**src/hw/rtl/lcd_pkg.sv**
```systemverilog
package lcd_pkg;

    localparam int LEN_BITS   = 20;
    localparam int ZONE_BITS  = 17;
    localparam int TIME_BITS  = 32;
    localparam int TMO_BITS   = 16;
    localparam int ADDR_BITS  = 4;
    localparam int APB_BITS   = 32;

    localparam int POS_BITS_DEFAULT    = 21;
    localparam int ZONE_MAX_MM_DEFAULT = 5000;
    localparam int QUEUE_DEPTH_DEFAULT = 4;

    // floor(x / 10) for x < 2**20 as (x * ceil(2**23 / 10)) >> 23
    localparam logic [LEN_BITS-1:0] DIV10_MULT  = 20'd838861;
    localparam int                  DIV10_SHIFT = 23;

    // register indexes (byte address bits [3:2])
    localparam logic [1:0] REG_PATH_LEN = 2'd0;
    localparam logic [1:0] REG_PATH_OK  = 2'd1;
    localparam logic [1:0] REG_FRESH    = 2'd2;
    localparam logic [1:0] REG_COOLDOWN = 2'd3;

    localparam logic [TMO_BITS-1:0] FRESH_TIMEOUT_RESET = 16'd1000;

    localparam logic ACTION_SAMPLE = 1'b0;
    localparam logic ACTION_TICK   = 1'b1;

    typedef struct packed {
        logic [LEN_BITS-1:0]  path_len;
        logic                 path_ok;
        logic [ZONE_BITS-1:0] zone;
        logic [TMO_BITS-1:0]  fresh_timeout;
        logic [TMO_BITS-1:0]  cooldown;
    } lcd_cfg_t;

    typedef struct packed {
        logic tick;
        logic rejected;
        logic cur_mid;
        logic cur_start;
    } lcd_class_t;

endpackage

```
**src/hw/rtl/lap_crossing_detector.sv**
```systemverilog
// lap counter for a vehicle on a closed path
//
// input stream: one request per position sample or time tick. s_tuser is the
// action (0 sample, 1 tick), s_tdata carries position and timestamp. every
// request gives exactly one result on the output stream: lap flag, armed flag
// and tracking flag after the request.
// apb port: path length, path valid, freshness timeout and cooldown. the user
// must write them only while the block is idle; the block does not enforce it.
// the seam zone is registered from the length, in the cycle after a write.
// each request passes the input register, then a queue slot, then the result
// register. throughput: one request per cycle while the receiver takes
// results; the back end updates its state as it pops each request.
// a four-entry queue parts the classifying front end from the state update,
// so a stalled receiver first fills the result register, then the queue and
// the input register, and only then drops s_tready. nothing is lost or
// repeated under backpressure.
// reset: clears tracking, armed and lap-time state, empties the queue and
// loads register defaults (length 0, path not valid, timeout 1000 ms,
// cooldown 0).
module lap_crossing_detector
    import lcd_pkg::*;
#(
    parameter int POS_BITS    = POS_BITS_DEFAULT,
    parameter int ZONE_MAX_MM = ZONE_MAX_MM_DEFAULT
)
(
    input  logic                      clk,
    input  logic                      rst_n,
    // input stream
    input  logic                      s_tvalid,
    output logic                      s_tready,
    // position_mm, time_ms, zero padding to whole bytes
    input  logic [((POS_BITS+TIME_BITS+7)/8)*8-1:0] s_tdata,
    // action
    input  logic                      s_tuser,
    // result stream
    output logic                      m_tvalid,
    input  logic                      m_tready,
    // lap_counted, is_armed, is_tracking, zero padding
    output logic [7:0]                m_tdata,
    // configuration port
    input  logic                      psel,
    input  logic                      penable,
    input  logic                      pwrite,
    input  logic [ADDR_BITS-1:0]      paddr,
    input  logic [APB_BITS-1:0]       pwdata,
    output logic [APB_BITS-1:0]       prdata,
    output logic                      pready
);

    // queue entry: class flags, position, timestamp
    localparam int ENTRY_W = $bits(lcd_class_t) + POS_BITS + TIME_BITS;

    lcd_cfg_t              cfg;
    logic                  q_push;
    logic                  q_not_full;
    logic                  q_pop;
    logic                  q_not_empty;
    lcd_class_t            f_class;
    logic [POS_BITS-1:0]   f_pos;
    logic [TIME_BITS-1:0]  f_time;
    lcd_class_t            b_class;
    logic [POS_BITS-1:0]   b_pos;
    logic [TIME_BITS-1:0]  b_time;
    logic [ENTRY_W-1:0]    push_entry;
    logic [ENTRY_W-1:0]    pop_entry;

    // register file and seam zone
    lcd_cfg #(
        .ZONE_MAX_MM (ZONE_MAX_MM)
    ) u_cfg (
        .clk     (clk),
        .rst_n   (rst_n),
        .psel    (psel),
        .penable (penable),
        .pwrite  (pwrite),
        .paddr   (paddr),
        .pwdata  (pwdata),
        .prdata  (prdata),
        .pready  (pready),
        .cfg     (cfg)
    );

    // front end: register the request and classify the position
    lcd_front #(
        .POS_BITS (POS_BITS)
    ) u_front (
        .clk      (clk),
        .rst_n    (rst_n),
        .s_tvalid (s_tvalid),
        .s_tready (s_tready),
        .s_tdata  (s_tdata),
        .s_tuser  (s_tuser),
        .cfg      (cfg),
        .q_ready  (q_not_full),
        .q_push   (q_push),
        .q_class  (f_class),
        .q_pos    (f_pos),
        .q_time   (f_time)
    );

    assign push_entry = {f_class, f_pos, f_time};

    lcd_queue #(
        .WIDTH (ENTRY_W),
        .DEPTH (QUEUE_DEPTH_DEFAULT)
    ) u_queue (
        .clk       (clk),
        .rst_n     (rst_n),
        .push      (q_push),
        .push_data (push_entry),
        .not_full  (q_not_full),
        .pop       (q_pop),
        .not_empty (q_not_empty),
        .pop_data  (pop_entry)
    );

    assign {b_class, b_pos, b_time} = pop_entry;

    // back end: staleness, arming, lap count and result register
    lcd_back #(
        .POS_BITS (POS_BITS)
    ) u_back (
        .clk      (clk),
        .rst_n    (rst_n),
        .cfg      (cfg),
        .q_valid  (q_not_empty),
        .q_pop    (q_pop),
        .q_class  (b_class),
        .q_pos    (b_pos),
        .q_time   (b_time),
        .m_tvalid (m_tvalid),
        .m_tready (m_tready),
        .m_tdata  (m_tdata)
    );

endmodule

```
**src/hw/rtl/lcd_cfg.sv**
```systemverilog
module lcd_cfg
    import lcd_pkg::*;
#(
    parameter int ZONE_MAX_MM = ZONE_MAX_MM_DEFAULT
)
(
    input  logic                 clk,
    input  logic                 rst_n,
    input  logic                 psel,
    input  logic                 penable,
    input  logic                 pwrite,
    input  logic [ADDR_BITS-1:0] paddr,
    input  logic [APB_BITS-1:0]  pwdata,
    output logic [APB_BITS-1:0]  prdata,
    output logic                 pready,
    output lcd_cfg_t             cfg
);

    localparam logic [ZONE_BITS-1:0] ZONE_CAP = ZONE_BITS'(ZONE_MAX_MM);

    logic [LEN_BITS-1:0]    path_len_reg;
    logic                   path_ok_reg;
    logic [TMO_BITS-1:0]    fresh_reg;
    logic [TMO_BITS-1:0]    cooldown_reg;
    logic [ZONE_BITS-1:0]   zone_reg;
    logic [ZONE_BITS-1:0]   zone_next;
    logic [2*LEN_BITS-1:0]  div_prod;
    logic [ZONE_BITS-1:0]   zone_raw;
    logic                   wr_en;

    assign pready = 1'b1;
    assign wr_en  = psel && penable && pwrite;

    always_ff @(posedge clk or negedge rst_n)
    begin
        if (!rst_n)
        begin
            path_len_reg <= '0;
            path_ok_reg  <= 1'b0;
            fresh_reg    <= FRESH_TIMEOUT_RESET;
            cooldown_reg <= '0;
        end
        else if (wr_en)
        begin
            case (paddr[3:2])
                REG_PATH_LEN: path_len_reg <= pwdata[LEN_BITS-1:0];
                REG_PATH_OK:  path_ok_reg  <= pwdata[0];
                REG_FRESH:    fresh_reg    <= pwdata[TMO_BITS-1:0];
                REG_COOLDOWN: cooldown_reg <= pwdata[TMO_BITS-1:0];
                default:      ;
            endcase
        end
    end

    // seam zone, registered from the length in the cycle after it changes
    assign div_prod  = path_len_reg * DIV10_MULT;
    assign zone_raw  = div_prod[DIV10_SHIFT+ZONE_BITS-1:DIV10_SHIFT];
    assign zone_next = (zone_raw > ZONE_CAP) ? ZONE_CAP : zone_raw;

    always_ff @(posedge clk or negedge rst_n)
    begin
        if (!rst_n)
        begin
            zone_reg <= '0;
        end
        else
        begin
            zone_reg <= zone_next;
        end
    end

    always_comb
    begin
        case (paddr[3:2])
            REG_PATH_LEN: prdata = APB_BITS'(path_len_reg);
            REG_PATH_OK:  prdata = APB_BITS'(path_ok_reg);
            REG_FRESH:    prdata = APB_BITS'(fresh_reg);
            REG_COOLDOWN: prdata = APB_BITS'(cooldown_reg);
            default:      prdata = '0;
        endcase
    end

    assign cfg.path_len      = path_len_reg;
    assign cfg.path_ok       = path_ok_reg;
    assign cfg.zone          = zone_reg;
    assign cfg.fresh_timeout = fresh_reg;
    assign cfg.cooldown      = cooldown_reg;

endmodule

```
**src/hw/rtl/lcd_front.sv**
```systemverilog
module lcd_front
    import lcd_pkg::*;
#(
    parameter int POS_BITS = POS_BITS_DEFAULT
)
(
    input  logic                      clk,
    input  logic                      rst_n,
    input  logic                      s_tvalid,
    output logic                      s_tready,
    input  logic [((POS_BITS+TIME_BITS+7)/8)*8-1:0] s_tdata,
    input  logic                      s_tuser,
    input  lcd_cfg_t                  cfg,
    input  logic                      q_ready,
    output logic                      q_push,
    output lcd_class_t                q_class,
    output logic [POS_BITS-1:0]       q_pos,
    output logic [TIME_BITS-1:0]      q_time
);

    localparam int CW = (POS_BITS - 1 > LEN_BITS) ? POS_BITS - 1 : LEN_BITS;

    logic                  s1_valid_reg;
    logic                  s1_tick_reg;
    logic [POS_BITS-1:0]   s1_pos_reg;
    logic [TIME_BITS-1:0]  s1_time_reg;
    logic                  load;
    logic                  neg;
    logic [CW-1:0]         mag;
    logic [CW-1:0]         len_x;
    logic [CW-1:0]         zone_x;
    logic [CW-1:0]         lim_x;
    logic [LEN_BITS-1:0]   lim_hi;

    assign s_tready = !s1_valid_reg || q_ready;
    assign load     = s_tvalid && s_tready;
    assign q_push   = s1_valid_reg && q_ready;

    always_ff @(posedge clk or negedge rst_n)
    begin
        if (!rst_n)
        begin
            s1_valid_reg <= 1'b0;
        end
        else if (load)
        begin
            s1_valid_reg <= 1'b1;
        end
        else if (q_push)
        begin
            s1_valid_reg <= 1'b0;
        end
    end

    always_ff @(posedge clk)
    begin
        if (load)
        begin
            s1_tick_reg <= s_tuser;
            s1_pos_reg  <= s_tdata[POS_BITS-1:0];
            s1_time_reg <= s_tdata[POS_BITS+TIME_BITS-1:POS_BITS];
        end
    end

    // position classes against the seam zones
    assign neg    = s1_pos_reg[POS_BITS-1];
    assign mag    = CW'(s1_pos_reg[POS_BITS-2:0]);
    assign lim_hi = cfg.path_len - LEN_BITS'(cfg.zone);
    assign len_x  = CW'(cfg.path_len);
    assign zone_x = CW'(cfg.zone);
    assign lim_x  = CW'(lim_hi);

    always_comb
    begin
        q_class.tick      = (s1_tick_reg == ACTION_TICK);
        q_class.rejected  = !cfg.path_ok || neg || (mag > len_x);
        q_class.cur_mid   = (mag > zone_x) && (mag < lim_x);
        q_class.cur_start = (mag <= zone_x);
    end

    assign q_pos  = s1_pos_reg;
    assign q_time = s1_time_reg;

endmodule

```
**src/hw/rtl/lcd_queue.sv**
```systemverilog
module lcd_queue
    import lcd_pkg::*;
#(
    parameter int WIDTH = 8,
    parameter int DEPTH = QUEUE_DEPTH_DEFAULT
)
(
    input  logic             clk,
    input  logic             rst_n,
    input  logic             push,
    input  logic [WIDTH-1:0] push_data,
    output logic             not_full,
    input  logic             pop,
    output logic             not_empty,
    output logic [WIDTH-1:0] pop_data
);

    localparam int AW = (DEPTH > 1) ? $clog2(DEPTH) : 1;
    localparam logic [AW:0] DEPTH_CNT = (AW+1)'(DEPTH);
    localparam logic [AW-1:0] LAST_IDX = AW'(DEPTH - 1);

    logic [WIDTH-1:0] slot_reg [DEPTH];
    logic [AW-1:0]    wr_ptr_reg;
    logic [AW-1:0]    rd_ptr_reg;
    logic [AW:0]      count_reg;
    logic             do_push;
    logic             do_pop;

    assign not_full  = (count_reg != DEPTH_CNT);
    assign not_empty = (count_reg != '0);
    assign do_push   = push && not_full;
    assign do_pop    = pop && not_empty;
    assign pop_data  = slot_reg[rd_ptr_reg];

    always_ff @(posedge clk or negedge rst_n)
    begin
        if (!rst_n)
        begin
            wr_ptr_reg <= '0;
            rd_ptr_reg <= '0;
            count_reg  <= '0;
        end
        else
        begin
            if (do_push)
            begin
                wr_ptr_reg <= (wr_ptr_reg == LAST_IDX) ? '0 : wr_ptr_reg + 1'b1;
            end
            if (do_pop)
            begin
                rd_ptr_reg <= (rd_ptr_reg == LAST_IDX) ? '0 : rd_ptr_reg + 1'b1;
            end
            if (do_push && !do_pop)
            begin
                count_reg <= count_reg + 1'b1;
            end
            else if (do_pop && !do_push)
            begin
                count_reg <= count_reg - 1'b1;
            end
        end
    end

    always_ff @(posedge clk)
    begin
        if (do_push)
        begin
            slot_reg[wr_ptr_reg] <= push_data;
        end
    end

endmodule

```
**src/hw/rtl/lcd_back.sv**
```systemverilog
module lcd_back
    import lcd_pkg::*;
#(
    parameter int POS_BITS = POS_BITS_DEFAULT
)
(
    input  logic                  clk,
    input  logic                  rst_n,
    input  lcd_cfg_t              cfg,
    input  logic                  q_valid,
    output logic                  q_pop,
    input  lcd_class_t            q_class,
    input  logic [POS_BITS-1:0]   q_pos,
    input  logic [TIME_BITS-1:0]  q_time,
    output logic                  m_tvalid,
    input  logic                  m_tready,
    output logic [7:0]            m_tdata
);

    localparam int CW = (POS_BITS - 1 > LEN_BITS) ? POS_BITS - 1 : LEN_BITS;

    logic                  out_valid_reg;
    logic                  counted_reg;
    logic                  counted_next;
    logic                  armed_reg;
    logic                  armed_next;
    logic                  have_reg;
    logic                  have_next;
    logic                  have_cnt_reg;
    logic                  have_cnt_next;
    logic [TIME_BITS-1:0]  cnt_time_reg;
    logic [TIME_BITS-1:0]  cnt_time_next;
    logic [POS_BITS-1:0]   last_pos_reg;
    logic [TIME_BITS-1:0]  last_time_reg;
    logic                  update_sample;
    logic [TIME_BITS-1:0]  gap;
    logic [TIME_BITS-1:0]  since_cnt;
    logic                  stale;
    logic                  cool;
    logic                  move_back;
    logic                  move_fwd;
    logic [CW-1:0]         last_mag;
    logic [CW-1:0]         zone_x;
    logic [CW-1:0]         lim_x;
    logic [LEN_BITS-1:0]   lim_hi;
    logic                  prev_mid;
    logic                  prev_end;

    assign q_pop = q_valid && (!out_valid_reg || m_tready);

    assign gap       = q_time - last_time_reg;
    assign since_cnt = q_time - cnt_time_reg;
    assign stale     = have_reg && ((q_time < last_time_reg) ||
                                    (gap > TIME_BITS'(cfg.fresh_timeout)));
    assign cool      = !have_cnt_reg || ((q_time >= cnt_time_reg) &&
                                         (since_cnt >= TIME_BITS'(cfg.cooldown)));
    assign move_back = $signed(q_pos) < $signed(last_pos_reg);
    assign move_fwd  = $signed(q_pos) > $signed(last_pos_reg);

    // held sample classed against the seam zones of the present path
    assign last_mag = CW'(last_pos_reg[POS_BITS-2:0]);
    assign lim_hi   = cfg.path_len - LEN_BITS'(cfg.zone);
    assign zone_x   = CW'(cfg.zone);
    assign lim_x    = CW'(lim_hi);
    assign prev_mid = (last_mag > zone_x) && (last_mag < lim_x);
    assign prev_end = (last_mag >= lim_x);

    always_comb
    begin
        counted_next  = 1'b0;
        armed_next    = armed_reg;
        have_next     = have_reg;
        have_cnt_next = have_cnt_reg;
        cnt_time_next = cnt_time_reg;
        update_sample = 1'b0;
        if (q_class.tick)
        begin
            if (stale)
            begin
                armed_next = 1'b0;
                have_next  = 1'b0;
            end
        end
        else if (q_class.rejected)
        begin
            armed_next = 1'b0;
            have_next  = 1'b0;
        end
        else
        begin
            update_sample = 1'b1;
            have_next     = 1'b1;
            if (stale)
            begin
                armed_next = 1'b0;
            end
            else if (have_reg)
            begin
                if (move_back)
                begin
                    if (prev_end && q_class.cur_start && armed_reg && cool)
                    begin
                        counted_next  = 1'b1;
                        have_cnt_next = 1'b1;
                        cnt_time_next = q_time;
                    end
                    armed_next = 1'b0;
                end
                else if (move_fwd && prev_mid && q_class.cur_mid)
                begin
                    armed_next = 1'b1;
                end
            end
        end
    end

    always_ff @(posedge clk or negedge rst_n)
    begin
        if (!rst_n)
        begin
            out_valid_reg <= 1'b0;
            counted_reg   <= 1'b0;
            armed_reg     <= 1'b0;
            have_reg      <= 1'b0;
            have_cnt_reg  <= 1'b0;
            cnt_time_reg  <= '0;
            last_pos_reg  <= '0;
            last_time_reg <= '0;
        end
        else
        begin
            if (q_pop)
            begin
                out_valid_reg <= 1'b1;
                counted_reg   <= counted_next;
                armed_reg     <= armed_next;
                have_reg      <= have_next;
                have_cnt_reg  <= have_cnt_next;
                cnt_time_reg  <= cnt_time_next;
                if (update_sample)
                begin
                    last_pos_reg  <= q_pos;
                    last_time_reg <= q_time;
                end
            end
            else if (m_tready)
            begin
                out_valid_reg <= 1'b0;
            end
        end
    end

    assign m_tvalid = out_valid_reg;
    assign m_tdata  = {5'b0, have_reg, armed_reg, counted_reg};

endmodule
```
**config.mk**
```make
export PLATFORM = sky130hd
export DESIGN_NAME = lap_crossing_detector
export DESIGN_NICKNAME = d
export VERILOG_FILES = /design/src/hw/rtl/lcd_pkg.sv /design/src/hw/rtl/lap_crossing_detector.sv /design/src/hw/rtl/lcd_cfg.sv /design/src/hw/rtl/lcd_front.sv /design/src/hw/rtl/lcd_queue.sv /design/src/hw/rtl/lcd_back.sv
export SDC_FILE = /design/constraint.sdc
export NUM_CORES = 1
export LEC_CHECK = 0
export BUFFER_PORTS_ARGS = -buffer_cell sky130_fd_sc_hd__buf_2
export CAP_MARGIN = 20
export CELL_PAD_IN_SITES_DETAIL_PLACEMENT = 1
export CELL_PAD_IN_SITES_GLOBAL_PLACEMENT = 2
export CORE_ASPECT_RATIO = 0.6
export CORE_MARGIN = 3
export CORE_UTILIZATION = 47
export CTS_BUF_LIST = sky130_fd_sc_hd__clkbuf_4 sky130_fd_sc_hd__clkbuf_8 sky130_fd_sc_hd__clkbuf_16
export DETAILED_ROUTE_END_ITERATION = 10
export PLACE_DENSITY_LB_ADDON = 0.1
export SYNTH_ARGS = -nofsm -noshare
export SYNTH_HDL_FRONTEND = slang
export SYNTH_SLANG_ARGS = --single-unit
```
**constraint.sdc**
```tcl
create_clock -name clk -period 15.3 [get_ports clk]
set_input_delay 1.53 -clock clk [delete_from_list [all_inputs] [get_ports clk]]
set_output_delay 1.53 -clock clk [all_outputs]
set_load 0.02 [all_outputs]
```
* Word level (Yosys, flattened, before mapping)
Memory sizes are Yosys's and may differ from the RTL's.
Index checks and enable logic that the tools add are counted.
** Cells by class
- Add/sub/neg operators :: 7
- Reduce and logical (&&, ||, !) cells :: 45
- Bitwise logic cells :: 3
- Equal/unequal tests :: 7
- Magnitude comparators :: 14
- $mul :: 1
- Multiplexer cells :: 28
- Shift operators :: 0
- Divide/modulo/power cells :: 0
** Operators by type and width (count)
- $pmux W32 S4 :: 1
- $sub A32 B32 Y32 :: 2
- $gt A20 B17 Y1 :: 2
- $lt A20 B20 Y1 :: 2
- $mul A20 B20 Y40 const B :: 1
- $ge A32 B16 Y1 :: 1
- $ge A32 B32 Y1 :: 1
- $gt A32 B16 Y1 :: 1
- $lt A32 B32 Y1 :: 1
- $mux W1 :: 22
- $gt A21 B21 Y1 :: 1
- $lt A21 B21 Y1 :: 1
- $ge A20 B20 Y1 :: 1
- $gt A20 B20 Y1 :: 1
- $le A20 B17 Y1 :: 1
- $sub A20 B17 Y20 :: 1
- $logic_and A1 B1 Y1 :: 18
- $gt A17 B13 Y1 const B :: 1
- $mux W17 :: 1
- $reduce_and A2 Y1 :: 6
- $eq A2 B2 Y1 const B :: 4
- $reduce_and A7 Y1 :: 1
- $logic_not A1 Y1 :: 6
- $logic_or A1 B1 Y1 :: 6
- 14 further kinds :: 22
** Storage, ports and cells
- Output and inout port bits :: 43
- Word-level logic and storage cells :: 126
- Latch bits :: 0
- Bits in read-only memories :: 0
- Input port bits :: 100
- Bits in writable memories :: 228
- Bits in registers :: 222
- Memories :: 1
** Memory list
- u_queue.slot_reg :: words 4, width 57, read ports 1, clocked after Yosys merged registers in 0, wr ports 1, line lcd_queue.sv:22 : logic [WIDTH-1:0] slot_reg [DEPTH];

* Longest topological paths before layout
Gate-level depths: netlist of run 1.
An unclocked memory read counts as a cell.
- Word-level depth :: 12
- Depth in mapped cells :: 27
- Gate-level depth less buffers :: 25

* Modules after synthesis
A second synthesis of run 1 with hierarchy kept.
** Unflattened totals
- Cells, all modules :: 3066
- Area total of the unflattened synthesis :: 33948.8 µm²
** By module, submodules not included
- lcd_back :: area an instance 10740.3 µm², times used 1, cells each 1340, seq. area each 2252.2 µm²
- lcd_cfg :: area an instance 10577.6 µm², times used 1, cells each 1028, seq. area each 1759.2 µm²
- lcd_queue :: area an instance 8663.3 µm², times used 1, cells each 335, seq. area each 7021.7 µm²
- lcd_front :: area an instance 3967.6 µm², times used 1, cells each 363, seq. area each 1646.6 µm²

* Worst setup path before layout of run 1
OpenSTA, ideal clock, no wires.
- Kind :: register -> register
- Start point :: reg u_cfg.path_len_reg[8]
- End point :: reg u_cfg.zone_reg[2]
- Library setup time :: 120 ps
- Arrival time :: 6706 ps
- Period minus slack after synthesis :: 6826 ps
- Path slack :: 8474 ps
- Stages on the path, launching flop included :: 28
- Buffers on the path :: 2
- Required time :: 15180 ps
- Cells stage by stage :: dfrtp_1 ha_1 clkbuf_1 xor2_1 ha_1 a21o_1 ha_1 inv_1 fa_1 fa_1 inv_1 fa_1 inv_1 fa_1 inv_1 ha_1 a21oi_1 o22ai_1 or3_1 o31a_1 a21boi_0 o21bai_1 a21oi_1 xnor2_1 a211oi_1 o311a_1 clkbuf_1 and3_1
** Between the ends
- Cells in the longest elaborated chain, start to end :: 3
** RTL lines
- start: declaration :: line lcd_cfg.sv:21 : logic [LEN_BITS-1:0] path_len_reg;
- start signal: assignment :: line lcd_cfg.sv:46 : REG_PATH_LEN: path_len_reg <= pwdata[LEN_BITS-1:0];
- $mul A20 B20 Y40 (*) :: line lcd_cfg.sv:56 : assign div_prod = path_len_reg * DIV10_MULT;
- $gt A17 B13 Y1 :: line lcd_cfg.sv:58 : assign zone_next = (zone_raw > ZONE_CAP) ? ZONE_CAP : zone_raw;
- $mux W17 (*) :: line lcd_cfg.sv:58
- named net u_cfg.zone_next[2] :: line lcd_cfg.sv:26 : logic [ZONE_BITS-1:0] zone_next;
- end signal: assignment :: line lcd_cfg.sv:68 : zone_reg <= zone_next;
- end: declaration :: line lcd_cfg.sv:25 : logic [ZONE_BITS-1:0] zone_reg;
The timed path passes the listed nets; every way through them passes the cells marked *.
A chain may end at the register's enable or synchronous reset.

* Worst setup path in the final report of run 1
- Start point :: reg u_cfg.path_len_reg[6]
- End point :: reg u_cfg.zone_reg[10]
Same word-level chain as after synthesis.

==> results of run 1 <==
==> synthesized netlist by cell type (all sizes together) (26+ instances only) <==
master    n
nand4    31
and2     30
ha      438
inv     376
dfrtp   162
xor2     42
buf      37
nor2b    30
fa      133
edfxtp  282
clkbuf   41
a21o     65
mux2     75
nand3    33
a21oi   129
xnor2    52
nor2     76
nand2   163
nor3     26
o21ai   168
mux4     58
==> routing by layer <==
metal	GRT usage, %	up-vias	wire (µm)	share of wire (%)
li1	-	10000	-	-
met1	47.6	11500	51700	53
met2	36.6	687	37800	39
met3	5.20	68	7630	7.8
met4	3.42	0	957	0.98
met5	0	-	0	0
==> cell families (layout without fill, tap and decap cells) <==
family,after synthesis,count (layout),share of synthesized area [%]
other,2,22,0.0236
AND/OR/NAND/NOR,498,498,8.01
buffers and inverters,454,589,5.68
XOR/XNOR,94,94,2.59
multiplexers,153,153,7.73
AO/OA/AOI/OAI,528,528,10.5
adder cells (fa/ha/maj),571,571,25.6
flip-flops,450,450,39.8
==> final timing paths <==
kind                                       start                      end
max in group asynchronous                  rst_n        u_cfg.zone_reg[3]
min in group asynchronous                  rst_n  u_back.cnt_time_reg[14]
min reg2reg                    u_front.q_time[3]   u_queue.slot_reg[3][3]
max reg2reg                u_cfg.path_len_reg[6]       u_cfg.zone_reg[10]
max                        u_cfg.path_len_reg[6]       u_cfg.zone_reg[10]
min                            u_front.q_time[3]   u_queue.slot_reg[3][3]
==> through the flow <==
| step | std cells | util (%) |
|---|---|---|
| CTS | 3804 | 52.5 |
| detailed placement | 3720 | 50.1 |
| finish | 3805 | 52.5 |
| global route | 3805 | 52.5 |
| global placement | 3720 | 50.1 |
| floorplan | 2770 | - |
==> cells in the final DEF, fill, tap and decap left out, types with 45 or more instances in the layout <==
master / synthesis / final
ha_1: 438 / 438
inv_1: 376 / 376
edfxtp_1: 282 / 282
o21ai_0: 166 / 166
nand2_1: 163 / 163
dfrtp_1: 162 / 160
fa_1: 133 / 133
a21oi_1: 127 / 127
buf_2: 1 / 106
nor2_1: 76 / 76
a21o_1: 65 / 65
mux4_2: 58 / 58
xnor2_1: 52 / 52
mux2_2: 46 / 46
clkbuf_16: 0 / 45
==> final cells by class <==
cell class | count | area share [%]
timing repair buffer | 129 | 2.09
sequential | 450 | 36.3
inverter | 376 | 4.04
clock buffer | 64 | 3.68
multi-input combinational | 1866 | 49.8
tap | 900 | 3.22
clock inverter | 20 | 0.863
==> Flow_metrics.wiki, run 1 <==
{| class="wikitable"
! Metric !! Value
|-
| Number of violations reported at the end of detailed-routing iteration 0 || 1881
|-
| Antenna violations before repair || 2
|-
| Largest net degree at the start of global routing || 107
|-
| Filler instances || 6987
|-
| Clk pin slew, worst setup/hold paths || 0.06 ns
|-
| Final critical-path required period || 8.93 ns
|-
| Top cell type's share of synthesized area || 26.6%
|-
| Largest fanout on the critical path || 12
|-
| Final Cycle Share || 58.4%
|-
| Cts bufs inserted || 45
|-
| Starting density of the core || 47.8%
|-
| Most used cell along the critical path || fa_1
|-
| Post-Place Cell Area || 0.0333 mm²
|-
| Hold/Removal Path Class || flop to flop
|-
| Post-synth top area cell || edfxtp_1
|-
| Hold Path Stages || 0
|-
| Maximum number of buffers from clock root to sink || 3
|-
| Yosys warning total || 0
|-
| Cell-by-cell listing of the critical path || ha_1 > fa_1 > ha_1 > inv_1 > fa_1 > inv_1 > fa_1 > fa_1 > inv_1 > fa_1 > inv_1 > ha_1 > a21oi_1 > nand2_1 > or3_1 > o31a_1 > a21boi_0 > o21bai_1 > a21oi_1 > xnor2_1 > a211oi_1 > o311a_1 > nor3b_1
|-
| Largest stage delay, worst path || 0.97 ns
|-
| Total overflow reported by the global router || 0
|-
| FMAX || 112 MHz
|-
| Count of inserted antenna diode cells || 0
|-
| Type of the worst setup path || flop to flop
|-
| Synth unique cells || 85
|-
| Worst Setup Slack, final || 6.37 ns
|-
| Gpl congestion || 0.972
|-
| Setup slack at placement || 6.68 ns
|-
| Number of iterations in the first detailed-routing pass || 5
|-
| Worst Skew || 0.0352 ns
|-
| Remaining max-slew budget at the tightest pin || 34.0%
|-
| Width of the die || 342 µm
|-
| Count of pins on the block boundary || 143
|-
| Number of enable flip-flop cells after synthesis || 282
|-
| Max reg flops || 228
|-
| Cell area after synthesis || 0.0318 mm²
|-
| Global-route total usage across every layer || 27.9%
|-
| Floorplan die height || 208 µm
|-
| Ranking of synthesized cells by area || edfxtp_1, ha_1, dfrtp_1
|-
| Smallest hold slack || 0.492 ns
|-
| Run status || complete, no violations
|-
| Layout cell share with drive strength beyond 1 || 13.3%
|-
| Post-CTS setup-driven buffer insertion count || 0
|-
| Required arrival time at the worst endpoint || 15.82 ns
|-
| Row count || 73
|-
| Layout overhead on the synthesized area || 9.87%
|-
| DIE AREA || 0.0710 mm²
|-
| Post-Synthesis Mean Instance Area || 11.6 µm²
|-
| Final wirelength || 98100 µm
|-
| Worst Setup Start Kind || flop
|-
| Number of cell instances on the worst register-to-register path || 23
|-
| Total number of vias || 22300
|-
| Unrepaired setup endpoints after global routing || no
|-
| Standard cell with the maximum stage delay on the critical path || dfrtp_1
|-
| Number of gates on the worst path with buffers counted || 23
|-
| Reg2Reg Setup Slack || 6.37 ns
|-
| Ratio of routed vias to standard cells || 5.85
|-
| Global-route wire length before repair || 149000 µm
|-
| Via count of the first global-routing pass || 23200
|-
| TritonCTS clock tree || built
|-
| Family of cells with the greatest summed delay on the critical path || adder cells
|-
| Clock Root Buffer || clkbuf_16
|-
| Main flop type after synthesis || edfxtp_1
|-
| Total of hold buffers inserted after clock tree synthesis || 0
|-
| Number of H-tree levels || 2
|-
| Sequential cell area || 0.0127 mm²
|-
| Number of synthesized register bits || 450
|-
| Post-Syn Instances || 2750
|-
| DP Wirelength || 78000 µm
|-
| Source-to-sink clock delay at the later pin of the worst-skew pair || 0.62 ns
|-
| Final total negative setup slack || 0 ns
|-
| Total area of multi-input combinational cells || 0.0174 mm²
|-
| Register area share after synthesis || 39.8%
|-
| Post-detailed-route count of antenna-violating nets || 0
|-
| Remaining routing DRC violations || 0
|-
| Count of port buffers added during placement || 107
|-
| Final design instance area without fill || 0.0350 mm²
|-
| Gates resized, CTS repair || 0
|-
| Endpoint arrival time on the critical path || 9.45 ns
|-
| Core region area || 0.0666 mm²
|-
| Async set-reset flop share out of synthesis || 37.3%
|-
| Number of failing setup endpoints in the final timing report || 0
|-
| Number of buffers and inverters on the critical path || 4
|-
| Routed length per instance || 25.8 µm
|-
| Max-slew violation total from the final report || 0
|-
| Least-Margin Pin Slew || 0.991 ns
|-
| Number of hold violations in the final report || 0
|-
| Type of element capturing the critical path || flop
|-
| Count of maximum capacitance violations || 0
|-
| Clock sink total || 450
|-
| Net count of the finished layout || 3539
|}
Power of run 1 is not shown: default switching activity piles up to over one toggle a cycle in this logic, so the estimate is an artifact.
==> run 2, diff against run 1 <==
ABC_AREA = 1   (was unset)
CORE_UTILIZATION = 36   (was 47)
clock period = 7.55 ns   (was 15.3 ns; I/O delays follow)
==> run 2 against run 1 <==
Die area is 37% higher. Highest routed layer is now met5. Critical endpoint is now u_cfg.zone_reg[12]. Cell count is 39% higher. Area after synthesis is 5.6% higher. Sequential share of layout area is 2.5 points lower.
==> Flow_metrics.wiki, run 2 <==
{| class="wikitable"
! Metric !! Value
|-
| Run status || complete, no violations (unchanged)
|-
| Clock sink total || 450 (unchanged)
|-
| Type of element capturing the critical path || flop (unchanged)
|-
| Post-CTS setup-driven buffer insertion count || 0 (unchanged)
|-
| Highest-count cells in the layout ignoring fill and taps || nand2_1, inv_1, ha_1, nor2_1, o21ai_0 (was ha_1, inv_1, edfxtp_1, o21ai_0, nand2_1)
|-
| DP Wirelength || 99200 µm (was 78000 µm)
|-
| Top cell type's share of synthesized area || 25.2% (was 26.6%)
|-
| Worst setup path endpoint || u_cfg.zone_reg[12] (was u_cfg.zone_reg[10])
|-
| FMAX || 139 MHz (was 112 MHz)
|-
| Unrepaired setup endpoints after global routing || no (unchanged)
|-
| Main flop type after synthesis || edfxtp_1 (unchanged)
|-
| Remaining routing DRC violations || 0 (unchanged)
|-
| Count of pins on the block boundary || 143 (unchanged)
|-
| Number of synthesized register bits || 450 (unchanged)
|-
| Type of the worst setup path || flop to flop (unchanged)
|-
| Max reg flops || 228 (unchanged)
|-
| Number of iterations in the first detailed-routing pass || 5 (unchanged)
|-
| Required arrival time at the worst endpoint || 8.05 ns (was 15.82 ns)
|-
| Global-route wire length before repair || 180000 µm (was 149000 µm)
|-
| Starting density of the core || 36.5% (was 47.8%)
|-
| Cell area after synthesis || 0.0336 mm² (was 0.0318 mm²)
|-
| Hold/Removal Path Class || input pin to async pin (was flop to flop)
|-
| Count of port buffers added during placement || 107 (unchanged)
|-
| Clk pin slew, worst setup/hold paths || 0.07 ns (was 0.06 ns)
|-
| Remaining max-slew budget at the tightest pin || 21.2% (was 34.0%)
|-
| Async set-reset flop share out of synthesis || 37.3% (unchanged)
|-
| Maximum number of buffers from clock root to sink || 3 (unchanged)
|-
| Least-Margin Pin Slew || 1.18 ns (was 0.991 ns)
|-
| Worst Setup Start Kind || flop (unchanged)
|-
| Largest fanout on the critical path || 9 (was 12)
|-
| Number of cell instances on the worst register-to-register path || 23 (unchanged)
|-
| Floorplan die height || 243 µm (was 208 µm)
|-
| Post-synthesis share of cell area spent on full adders, half adders and majority gates || 24.2% (was 25.6%)
|-
| Worst Skew || 0.0383 ns (was 0.0352 ns)
|-
| Routed length per instance || 23.0 µm (was 25.8 µm)
|-
| Origin of the critical flop-to-flop path || u_cfg.path_len_reg[4] (was u_cfg.path_len_reg[6])
|-
| Number of enable flip-flop cells after synthesis || 282 (unchanged)
|-
| Total of hold buffers inserted after clock tree synthesis || 0 (unchanged)
|-
| Largest net degree at the start of global routing || 103 (was 107)
|-
| Yosys warning total || 0 (unchanged)
|-
| Number of failing setup endpoints in the final timing report || 0 (unchanged)
|-
| Total number of vias || 27000 (was 22300)
|-
| Total overflow reported by the global router || 0 (unchanged)
|-
| Width of the die || 400 µm (was 342 µm)
|-
| Final wirelength || 121000 µm (was 98100 µm)
|-
| Ranking of synthesized cells by area || edfxtp_1, ha_1, dfrtp_1 (unchanged)
|-
| Post-detailed-route count of antenna-violating nets || 0 (unchanged)
|-
| Dominant combinational cell family by area after synthesis || adder cells (unchanged)
|-
| Number of H-tree levels || 2 (unchanged)
|-
| TritonCTS clock tree || built (unchanged)
|-
| Final total negative setup slack || 0 ns (unchanged)
|-
| Fraction of synthesized cell area in xor and xnor cells || 1.85% (was 2.59%)
|-
| Area fraction in compound gates after synthesis || 10.9% (was 10.5%)
|-
| Count of maximum capacitance violations || 0 (unchanged)
|-
| Register area share after synthesis || 37.8% (was 39.8%)
|-
| DIE AREA || 0.0971 mm² (was 0.0710 mm²)
|-
| Global-route total usage across every layer || 24.8% (was 27.9%)
|-
| Leading cell type in the layout, fill and taps excluded || nand2_1 (was ha_1)
|-
| Via count of the first global-routing pass || 26800 (was 23200)
|-
| Layout cell share with drive strength beyond 1 || 7.81% (was 13.3%)
|-
| Post-Syn Instances || 3850 (was 2750)
|-
| Ratio of routed vias to standard cells || 5.11 (was 5.85)
|-
| RR Endpoint || u_cfg.zone_reg[12] (was u_cfg.zone_reg[10])
|-
| Number of hold violations in the final report || 0 (unchanged)
|-
| Gates resized, CTS repair || 0 (unchanged)
|-
| Post-synth top area cell || edfxtp_1 (unchanged)
|-
| Antenna violations before repair || 6 (was 2)
|-
| Simple logic cell fraction of the synthesized area || 16.8% (was 8.01%)
|-
| Row count || 86 (was 73)
|-
| Gpl congestion || 0.867 (was 0.972)
|-
| Clock Root Buffer || clkbuf_16 (unchanged)
|-
| Net count of the finished layout || 4679 (was 3539)
|-
| Source-to-sink clock delay at the later pin of the worst-skew pair || 0.64 ns (was 0.62 ns)
|-
| Layout overhead on the synthesized area || 11.9% (was 9.87%)
|-
| Final critical-path required period || 7.22 ns (was 8.93 ns)
|-
| Post-Synthesis Mean Instance Area || 8.72 µm² (was 11.6 µm²)
|-
| Launch point of the worst path || u_cfg.path_len_reg[4] (was u_cfg.path_len_reg[6])
|-
| Multiplexer share of the synthesized area || 0.0335% (was 7.73%)
|-
| Synth cell count leaders || nand2_1, inv_1, ha_1 (was ha_1, inv_1, edfxtp_1)
|-
| Endpoint arrival time on the critical path || 7.72 ns (was 9.45 ns)
|-
| Cts bufs inserted || 48 (was 45)
|-
| Number of violations reported at the end of detailed-routing iteration 0 || 2133 (was 1881)
|-
| Reg2Reg Setup Slack || 0.33 ns (was 6.37 ns)
|-
| Max-slew violation total from the final report || 0 (unchanged)
|-
| Final Cycle Share || 95.6% (was 58.4%)
|-
| Most repeated cell in the gate-level netlist after synthesis || nand2_1 (was ha_1)
|-
| Synth unique cells || 55 (was 85)
|-
| Core region area || 0.0921 mm² (was 0.0666 mm²)
|}
-- run 2: changes by cell type in the layout (fill, tap and decap cells not counted), moves of 58 or more --
cell / delta
nand2_1: +612
inv_1: +236
o21ai_0: +137
mux4_2: -58
nor2_1: +261
nand3_1: +101
a21oi_1: +73
-- run 2: layout make-up --
class | count | area [µm²]
antenna | 2 | 5.00
clock buffer | 64 | 1390
clock inverter | 25 | 274
fill | 10900 | 54500
inverter | 620 | 2330
multi-input combinational | 2707 | 18200
sequential | 450 | 12700
tap | 1232 | 1540
timing repair buffer | 181 | 1140
-- run 2: critical path, cell delays in order (launching register included) --
cell and delay [ns]:
dfrtp_1 0.70, ha_1 0.50, xor2_1 0.13, ha_1 0.20
a21o_1 0.18, fa_1 0.51, fa_1 0.56, inv_1 0.06
fa_1 0.58, inv_1 0.07, fa_1 0.49, ha_1 0.31
ha_1 0.40, a21o_1 0.24, a31oi_1 0.22, o21ai_0 0.18
a211oi_1 0.30, nand3b_1 0.11, nand2_1 0.29, nand3_1 0.12
nor2_1 0.32, nand2_1 0.30, nand2_1 0.24, nand2_1 0.09
-- run 2: logic make-up (layout without fill, tap and decap cells) --
group                    after synthesis  after routing
AND/OR/NAND/NOR                     1376           1376
buffers and inverters                713            890
AO/OA/AOI/OAI                        666            666
adder cells (fa/ha/maj)              571            571
flip-flops                           450            450
XOR/XNOR                              71             71
other                                  2             24
multiplexers                           1              1
-- run 2: worst min path at each step --
stage,startpoint,to,slack (ns)
after detailed placement,u_back.cnt_time_reg[5],u_back.cnt_time_reg[5],0.46
after global routing,rst_n,u_back.last_time_reg[27],0.1
after floorplan,u_back.cnt_time_reg[10],u_back.cnt_time_reg[10],0.44
final,rst_n,u_back.last_time_reg[27],0.08
after global placement,u_back.cnt_time_reg[5],u_back.cnt_time_reg[5],0.46
after CTS,rst_n,u_back.last_time_reg[27],0.08
-- run 2: through the flow --
stage	hold slack, ns	std cells	setup slack, ns	util, %	area (µm²)
6_report	0.0845	5281	0.335	40.8	37600
5_1_grt	0.0950	5279	0.00613	40.8	37600
4_1_cts	0.0805	5275	0.451	40.7	37500
3_5_place_dp	0.460	5186	0.487	38.9	35900
3_3_place_gp	0.457	5186	0.567	38.9	35900
2_1_floorplan	0.442	3870	1.80	-	33700
-- run 2: per-layer routing --
layer	track usage, %	up-vias	part of all wire, %
li1	-	13000	-
met2	30.8	530	35
met1	42.3	13300	56
met3	5.66	84	6.9
met5	0	-	0.0074
met4	3.90	2	1.4
Power of run 2 is left out for the same reason.
==> run 3, diff against run 2 <==
ABC_AREA = 0   (was 1)
CORE_UTILIZATION = 39   (was 36)
==> run 3 against run 2 <==
Cell count fell by 24%. Worst setup slack got worse by 0.094 ns. Clock-buffer cell count fell by 6. Clock skew fell by 0.011 ns. Utilization rose by 3.8 points. Fmax fell by 1.3%. Non-clock buffer count rose by 8. Global-route usage fell by 0.87 points. Die area fell by 12%. Critical path depth rose by 1. Cell area fell by 4.9%. Wire length fell by 17%.
==> Flow_metrics.wiki, run 3 (synthesis gave the netlist of run 1 again) <==
{| class="wikitable"
! Metric !! Value
|-
| Count of maximum capacitance violations || 0 (unchanged)
|-
| Final total negative setup slack || 0 ns (unchanged)
|-
| Origin of the critical flop-to-flop path || u_cfg.path_len_reg[15] (was u_cfg.path_len_reg[4])
|-
| TritonCTS clock tree || built (unchanged)
|-
| Remaining routing DRC violations || 0 (unchanged)
|-
| Source-to-sink clock delay at the later pin of the worst-skew pair || 0.62 ns (was 0.64 ns)
|-
| Clock Root Buffer || clkbuf_16 (unchanged)
|-
| Remaining max-slew budget at the tightest pin || 15.7% (was 21.2%)
|-
| Count of pins on the block boundary || 143 (unchanged)
|-
| DP Wirelength || 81300 µm (was 99200 µm)
|-
| Gpl congestion || 0.949 (was 0.867)
|-
| Unrepaired setup endpoints after global routing || no (unchanged)
|-
| Largest stage delay, worst path || 0.57 ns (was 0.70 ns)
|-
| Via count of the first global-routing pass || 22900 (was 26800)
|-
| Clock sink total || 450 (unchanged)
|-
| Floorplan die height || 227 µm (was 243 µm)
|-
| Worst Skew || 0.0269 ns (was 0.0383 ns)
|-
| Reg2Reg Setup Slack || 0.24 ns (was 0.33 ns)
|-
| Final critical-path required period || 7.31 ns (was 7.22 ns)
|-
| Clk pin slew, worst setup/hold paths || 0.07 ns (about the same)
|-
| Hold/Removal Path Class || input pin to async pin (unchanged)
|-
| Number of violations reported at the end of detailed-routing iteration 0 || 1520 (was 2133)
|-
| RR Endpoint || u_cfg.zone_reg[2] (was u_cfg.zone_reg[12])
|-
| Largest fanout on the critical path || 7 (was 9)
|-
| Largest net degree at the start of global routing || 107 (was 103)
|-
| Max reg flops || 228 (unchanged)
|-
| Required arrival time at the worst endpoint || 8.06 ns (was 8.05 ns)
|-
| Leading cell type in the layout, fill and taps excluded || ha_1 (was nand2_1)
|-
| Antenna violations before repair || 4 (was 6)
|-
| Run status || complete, no violations (unchanged)
|-
| Number of iterations in the first detailed-routing pass || 5 (unchanged)
|-
| Filler instances || 8568 (was 10900)
|-
| Number of hold violations in the final report || 0 (unchanged)
|-
| FMAX || 137 MHz (was 139 MHz)
|-
| Layout cell share with drive strength beyond 1 || 15.4% (was 7.81%)
|-
| Worst Setup Start Kind || flop (unchanged)
|-
| Global-route wire length before repair || 151000 µm (was 180000 µm)
|-
| Layout overhead on the synthesized area || 12.3% (was 11.9%)
|-
| DIE AREA || 0.0852 mm² (was 0.0971 mm²)
|-
| Type of element capturing the critical path || flop (unchanged)
|-
| Final design instance area without fill || 0.0357 mm² (was 0.0376 mm²)
|-
| Number of H-tree levels || 2 (unchanged)
|-
| Type of the worst setup path || flop to flop (unchanged)
|-
| Endpoint arrival time on the critical path || 7.82 ns (was 7.72 ns)
|-
| Standard cell with the maximum stage delay on the critical path || fa_1 (was dfrtp_1)
|-
| Global-route total usage across every layer || 23.9% (was 24.8%)
|-
| Final Cycle Share || 96.8% (was 95.6%)
|-
| Smallest hold slack || 0.226 ns (was 0.0845 ns)
|-
| Starting density of the core || 39.7% (was 36.5%)
|-
| Final wirelength || 101000 µm (was 121000 µm)
|-
| Ratio of routed vias to standard cells || 5.43 (was 5.11)
|-
| Most used cell along the critical path || fa_1
|-
| Routed length per instance || 25.1 µm (was 23.0 µm)
|-
| Post-detailed-route count of antenna-violating nets || 0 (unchanged)
|-
| Number of buffers and inverters on the critical path || 5 (was 2)
|-
| Least-Margin Pin Slew || 1.26 ns (was 1.18 ns)
|-
| Highest-count cells in the layout ignoring fill and taps || ha_1, inv_1, edfxtp_1, o21ai_0, nand2_1 (was nand2_1, inv_1, ha_1, nor2_1, o21ai_0)
|-
| Cell-by-cell listing of the critical path || ha_1 > fa_1 > ha_1 > inv_1 > fa_1 > inv_1 > fa_1 > fa_1 > inv_1 > fa_1 > inv_1 > ha_1 > a21oi_1 > nand2_1 > or3_1 > o311a_1 > nor2_2 > o21bai_1 > and2_1 > a21o_1 > a211o_1 > o311a_1 > buf_4 > and3_1 (was ha_1 > xor2_1 > ha_1 > a21o_1 > fa_1 > fa_1 > inv_1 > fa_1 > inv_1 > fa_1 > ha_1 > ha_1 > a21o_1 > a31oi_1 > o21ai_0 > a211oi_1 > nand3b_1 > nand2_1 > nand3_1 > nor2_1 > nand2_1 > nand2_1 > nand2_1)
|-
| Count of port buffers added during placement || 107 (unchanged)
|-
| Width of the die || 375 µm (was 400 µm)
|-
| Row count || 80 (was 86)
|-
| Post-Place Cell Area || 0.0340 mm² (was 0.0359 mm²)
|-
| Total number of vias || 21900 (was 27000)
|-
| Number of cell instances on the worst register-to-register path || 24 (was 23)
|-
| Max-slew violation total from the final report || 0 (unchanged)
|-
| Launch point of the worst path || u_cfg.path_len_reg[15] (was u_cfg.path_len_reg[4])
|-
| Fin util || 44.6% (was 40.8%)
|-
| Net count of the finished layout || 3601 (was 4679)
|-
| Cts bufs inserted || 47 (was 48)
|-
| Family of cells with the greatest summed delay on the critical path || adder cells (unchanged)
|-
| Maximum number of buffers from clock root to sink || 3 (unchanged)
|-
| Core region area || 0.0802 mm² (was 0.0921 mm²)
|-
| Count of inserted antenna diode cells || 0 (was 2)
|-
| Number of failing setup endpoints in the final timing report || 0 (unchanged)
|-
| Total overflow reported by the global router || 0 (unchanged)
|}
==> run 3: changes by cell type in the layout (fill, tap and decap cells not counted), sizes merged, moves of 31 or more <==
cell / before / now
inv: 619 / 381
nand2: 785 / 163
mux4: 0 / 58
xnor2: 21 / 52
a21o: 16 / 65
o21ai: 311 / 168
mux2: 1 / 75
nor2: 345 / 76
o22ai: 56 / 4
a21oi: 202 / 129
nand3: 134 / 33
==> run 3: per-layer routing <==
metal  vias up  track usage (%)  wire length, µm
li1      10200                -                -
met1     11100             39.1            54600
met2       530             30.7            36900
met3        75             7.25             8450
met4         6             3.56             1210
met5         -                0               41
==> run 3: cell type report <==
cell class	instances	area [µm²]	share of cell area (%)
multi-input cells	1866	17500	48.8
flip-flops and latches	450	12700	35.5
inverters	376	1410	3.95
well taps	1066	1330	3.73
clock buffers	58	1280	3.59
repair buffers	189	1190	3.34
clock inverters	30	375	1.05
==> run 3: worst max-delay path by stage <==
stage	to	slack [ns]	cells after the start
after global routing	u_cfg.zone_reg[10]	0.007	22
after CTS	u_cfg.zone_reg[10]	0.06	24
after floorplan	u_cfg.zone_reg[2]	0.72	27
final	u_cfg.zone_reg[2]	0.24	24
after detailed placement	u_cfg.zone_reg[10]	0.09	24
after global placement	u_cfg.zone_reg[2]	0.20	25
==> run 3: worst register-to-register path: cells and delay by family, from the launching register on <==
family	cells	cell delay, ns
flops	1	0.50
compound gates	6	1.41
buf+inv	5	0.46
simple gates	5	1.11
fa+ha+maj	8	3.73
==> run 3: what timing repair did <==
| action | CTS | global route |
|---|---|---|
| hold buffers | 0 | 0 |
| endpoints found under the setup margin | 0 | 44 |
| endpoints found under the hold margin | 0 | 0 |
| resized for setup | 0 | 10 |
| buffers inserted | 0 | 0 |
==> run 3: stage by stage <==
step / setup WS [ns] / cells
finish: 0.241 / 4035
global route: 0.00683 / 4035
CTS: 0.0581 / 4034
detailed placement: 0.0862 / 3946
global placement: 0.198 / 3946
floorplan: 0.724 / 2770
Power of run 3 is left out for the same reason.
